===== config.mk =====
export PLATFORM = sky130hd
export DESIGN_NAME = fnpa_div
export DESIGN_NICKNAME = d
export VERILOG_FILES = /design/src/fnpa_pkg.sv /design/src/fnpa_div.sv
export SDC_FILE = /design/constraint.sdc
export NUM_CORES = 1
export LEC_CHECK = 0
export BUFFER_PORTS_ARGS = -buffer_cell sky130_fd_sc_hd__buf_2
export CAP_MARGIN = 10
export CELL_PAD_IN_SITES_DETAIL_PLACEMENT = 0
export CELL_PAD_IN_SITES_GLOBAL_PLACEMENT = 1
export CORE_ASPECT_RATIO = 0.8
export CORE_MARGIN = 4
export CORE_UTILIZATION = 30
export CTS_CLUSTER_DIAMETER = 40
export DETAILED_ROUTE_END_ITERATION = 7
export GPL_TIMING_DRIVEN = 0
export PLACE_DENSITY = 0.62
export SYNTH_ARGS = -nofsm -noshare
export SYNTH_HDL_FRONTEND = slang
export SYNTH_SLANG_ARGS = --single-unit

===== constraint.sdc =====
create_clock -name clk -period 5.85 [get_ports clk]
set_input_delay 0.8775 -clock clk [delete_from_list [all_inputs] [get_ports clk]]
set_output_delay 0.8775 -clock clk [all_outputs]
set_load 0.005 [all_outputs]

===== src/fnpa_pkg.sv =====
`timescale 1ns / 1ps
`default_nettype none

package fnpa_pkg;

	// default pool capacity in nodes
	localparam int MAX_NODES_DEF = 1024;

	// divisor width: node size plus two index bytes
	localparam int DEN_W = 17;

	// configuration port
	localparam int PADDR_W = 4;
	localparam logic [1:0] REG_POOL_BASE  = 2'd0;
	localparam logic [1:0] REG_POOL_BYTES = 2'd1;
	localparam logic [1:0] REG_NODE_SIZE  = 2'd2;

	// register values after reset
	localparam logic [31:0] POOL_BASE_RST  = 32'd0;
	localparam logic [23:0] POOL_BYTES_RST = 24'd3;
	localparam logic [15:0] NODE_SIZE_RST  = 16'd1;
	// 3 / (1 + 2) nodes, one byte each
	localparam int NODE_TOTAL_RST = 1;
	localparam int AREA_RST       = 1;

	// operation codes
	localparam logic [1:0] OP_ALLOC = 2'd0;
	localparam logic [1:0] OP_FREE  = 2'd1;

	// result status codes
	localparam logic [2:0] ST_ALLOCATED = 3'd0;
	localparam logic [2:0] ST_EMPTY     = 3'd1;
	localparam logic [2:0] ST_FREED     = 3'd2;
	localparam logic [2:0] ST_NOT_POOL  = 3'd3;
	localparam logic [2:0] ST_COUNT     = 3'd4;

endpackage

`default_nettype wire


===== src/fnpa_div.sv =====
`timescale 1ns / 1ps
`default_nettype none

module fnpa_div #(
	parameter int QW = 10
) (
	input  wire logic                         clk,
	input  wire logic                         arst_n,
	input  wire logic                         start,
	input  wire logic [31:0]                  dividend,
	input  wire logic [fnpa_pkg::DEN_W-1:0]   divisor,
	output logic                              done,
	output logic [QW-1:0]                     quotient
);
	import fnpa_pkg::*;

	localparam int DW = QW + DEN_W;
	localparam int RW = (DW > 32) ? DW : 32;
	localparam int SW = (QW > 1) ? $clog2(QW) : 1;

	logic [RW-1:0] rem_q;
	logic [RW-1:0] dsh_q;
	logic [QW-1:0] quo_q;
	logic [SW-1:0] step_q;
	logic          busy_q;
	logic          done_q;
	logic          ge;

	// one quotient bit per cycle, most significant first
	assign ge = (rem_q >= dsh_q);

	always_ff @(posedge clk or negedge arst_n) begin
		if (!arst_n) begin
			busy_q <= 1'b0;
			done_q <= 1'b0;
			step_q <= '0;
		end else if (start) begin
			busy_q <= 1'b1;
			done_q <= 1'b0;
			step_q <= SW'(QW - 1);
		end else begin
			done_q <= busy_q && (step_q == '0);
			if (busy_q) begin
				if (step_q == '0) begin
					busy_q <= 1'b0;
				end else begin
					step_q <= step_q - SW'(1);
				end
			end
		end
	end

	// datapath: restoring shift-subtract
	always_ff @(posedge clk) begin
		if (start) begin
			rem_q <= RW'(dividend);
			dsh_q <= RW'(divisor) << (QW - 1);
			quo_q <= '0;
		end else if (busy_q) begin
			if (ge) begin
				rem_q <= rem_q - dsh_q;
			end
			dsh_q <= dsh_q >> 1;
			quo_q <= QW'({quo_q, ge});
		end
	end

	assign done     = done_q;
	assign quotient = quo_q;

endmodule

`default_nettype wire


==> flow_metrics.py <==
metrics = {
    "cells_and_area": {
        "final_common_cell": "nand2_1",
        "fin_area_um2": 5663,
        "final_cell_mix": "91 x nand2_1, 67 x buf_2, 53 x o21ai_0",
        "drive_above_1_share_pct": 15.97,
        "finalNetCount": 702,
        "n_antenna_cell": 0,
        "syn_to_final_growth_pct": 18.14,
        "nFillCells": 1680,
    },
    "route": {
        "top_layer_used": "met4",
        "dr_wl_met3_um": 583,
        "ant_nets": 0,
        "first_pass_iters": 5,
        "via_count": 4147,
        "dr_wl_met2_mm": 6.010,
        "wirelength_mm": 13.93,
        "wl_met1_mm": 7.249,
        "first_iter_violations": 238,
        "drt-vias-per-instance": 4.931,
        "routedWlPerCell_um": 16.57,
        "route.detailed.drc": 0,
    },
    "clock_network": {
        "clk_latency_ns": 0.34,
        "cts-root-buf": "clkbuf_16",
        "cts-buffers-inserted": 9,
        "postCtsSetupBuffers": 0,
        "max-clock-path-buffers": 2,
        "cts_num_sinks": 74,
        "cts.repair.resized": 0,
        "cts_tree": "yes",
        "clk_pin_slew_ns": 0.06,
        "htreeDepth": 3,
        "holdBufCountCts": 0,
    },
    "global_routing": {
        "antenna_found_initial": 0,
        "grt_max_degree": 33,
        "grt_first_pass_wirelength_mm": 22.28,
        "gr-total-overflow": 0,
        "grt_pass1_vias": 4128,
        "track_usage_pct": 15.97,
    },
    "floorplan": {
        "die-area_um2": 18080,
        "die_h_um": 121.1,
        "io_pins": 63,
        "placementRows": 41,
        "core_um2": 15700,
        "initial_utilization_pct": 30.54,
        "dieWidth_um": 149.3,
    },
    "worst_setup_path": {
        "criticalPathCategory": "reg -> reg",
        "arrival_ns": 3.40,
        "cp-start-kind": "flop",
        "r2r-end": "rem_q[8]$_DFFE_PP_",
        "rr_worst_depth": 11,
        "critPathMaxFanout": 32,
        "r2r_start": "rem_q[0]$_DFFE_PP_",
        "end_kind": "flop",
        "cp.required_ns": 5.82,
        "reg2reg_slack_ns": 2.42,
    },
    "run_status": {
        "outcome": "finished, final reports clean",
    },
    "place": {
        "gp_congestion": 0.8690,
        "place_area_um2": 5374,
        "hpwl_mm": 10.60,
        "portBuffers": 62,
        "pre_cts_slack_ns": 1.966,
    },
    "timing": {
        "fin_tns_setup_ns": 0,
        "drv_slew": 0,
        "hold_violations": 0,
        "finalSetupViolCount": 0,
        "maxSlewHeadroom_pct": 41.48,
        "period_share_pct": 58.60,
        "worstMarginPinSlew_ns": 0.8778,
        "fmax_mhz": 291.7,
        "rsz0062_at_grt": "false",
        "finClkSkew_ns": 0.009151,
        "fin_crit_ns": 3.428,
        "setup_slack_ns": 2.422,
    },
    "synthesis": {
        "yosys_warnings": 0,
        "ys_seq_area_share_pct": 41.76,
        "synth_cells": 548,
        "yosys_most_used_dff": "edfxtp_1",
        "synth_edf_count": 49,
        "synth_area_per_cell_um2": 8.747,
        "syn_nets": 629,
        "async_flop_share_pct": 8.108,
        "synth_cell_type_count": 62,
        "synthesis.area_um2": 4793,
        "ys_seq_elements": 74,
    },
    "power": {
        "ir_drop_mv": 0.1541,
        "p_leak_nw": 2.519,
        "power_density_nw_per_um2": 475.8,
    },
    "hold_path": {
        "hp-class": "in -> async",
    },
    "run": {
        "cap_viol_max_count": 0,
    },
}
==> kinds of logic (layout without fill, tap and decap cells) <==
family,Yosys count,after routing,share of synthesized area [%]
buf+inv,72,150,6.030
compound gates,143,143,18.17
simple gates,181,181,16.68
fa+ha+maj,29,29,7.727
mux,23,23,4.881
xor+xnor,26,26,4.751
flops,74,74,41.76
==> flip-flops by register name (all words and copies together), names as in the netlist <==
signal,flops
rem_q,32
dsh_q,26
quotient,10
step_q,4
busy_q,1
done,1
==> worst max-delay path: stages (launching register included) <==
cell and delay, ns:
edfxtp_1 0.36, inv_1 0.06, ha_1 0.16, inv_1 0.05, fa_1 0.40, a21oi_1 0.26
o211ai_1 0.20, a211oi_2 0.41, o21ai_1 0.25, a21oi_1 0.25, o21ai_0 0.10, a21o_2 0.54
==> cells in the mapped netlist (3+ instances only) <==
| cell type | n | area (um^2) |
|---|---|---|
| inv_1 | 42 | 157.7 |
| mux2i_1 | 20 | 200.2 |
| nor3_1 | 7 | 35.03 |
| nand3_1 | 5 | 25.02 |
| a21oi_1 | 38 | 190.2 |
| o21ai_1 | 3 | 15.01 |
| xnor2_1 | 18 | 157.7 |
| o21ai_0 | 53 | 265.3 |
| a21o_1 | 10 | 75.07 |
| clkbuf_1 | 16 | 60.06 |
| nor2_1 | 42 | 157.7 |
| nand4_1 | 8 | 50.05 |
| ha_1 | 28 | 350.3 |
| buf_2 | 5 | 25.02 |
| or3_1 | 4 | 25.02 |
| o211ai_1 | 7 | 52.55 |
| nor2b_1 | 4 | 25.02 |
| xor2_1 | 8 | 70.07 |
| mux2_2 | 3 | 33.78 |
| edfxtp_1 | 49 | 1471 |
| dfxtp_1 | 19 | 380.4 |
| buf_1 | 6 | 22.52 |
| nand2_1 | 91 | 341.6 |
| dfrtp_1 | 6 | 150.1 |
| o31ai_1 | 3 | 22.52 |
| a31oi_1 | 3 | 18.77 |
| o21bai_1 | 3 | 22.52 |
==> how the worst max path moves through the flow <==
stage	end	slack [ns]	startpoint
6_report	rem_q[8]$_DFFE_PP_	2.42	rem_q[0]$_DFFE_PP_
5_1_grt	rem_q[8]$_DFFE_PP_	2.10	rem_q[0]$_DFFE_PP_
4_1_cts	rem_q[8]$_DFFE_PP_	2.35	start
3_5_place_dp	rem_q[7]$_DFFE_PP_	1.97	start
3_3_place_gp	rem_q[14]$_DFFE_PP_	1.49	start
2_1_floorplan	rem_q[0]$_DFFE_PP_	2.95	rem_q[0]$_DFFE_PP_
==> layer usage <==
layer | global-route usage [%] | vias to the layer above
met1 | 23.47 | 1992
met2 | 23.99 | 78
met4 | 2.344 | 0
li1 | - | 2071
met3 | 4.332 | 6
met5 | 0 | -
==> metrics by stage <==
stage,power [mW],util (%),std cells,hold slack (ns)
final,2.694,36.08,841,0.3454
after global routing,2.926,36.08,841,0.3356
after CTS,2.706,36.08,841,0.3358
after detailed placement,2.133,34.23,825,0.4904
after global placement,2.121,34.23,825,0.4768
after floorplan,1.811,-,548,0.4647
==> power breakdown <==
part           internal [mW]  switching (mW)
sequential             0.732          0.0695
clock                  0.316           0.242
combinational          0.528           0.807
total                   1.58            1.12
==> cell type report <==
cell class              instances  area [um^2]  area share, %
repair buffers                 62        310.3          5.479
flip-flops and latches         74         2002          35.35
inverters                      42        157.7          2.784
plain buffers                  30        131.4          2.320
clock buffers                  11        254.0          4.485
well taps                     215        269.0          4.750
multi-input cells             402         2504          44.21
clock inverters                 5        35.03         0.6186
Power figures use the tool's default switching activity.
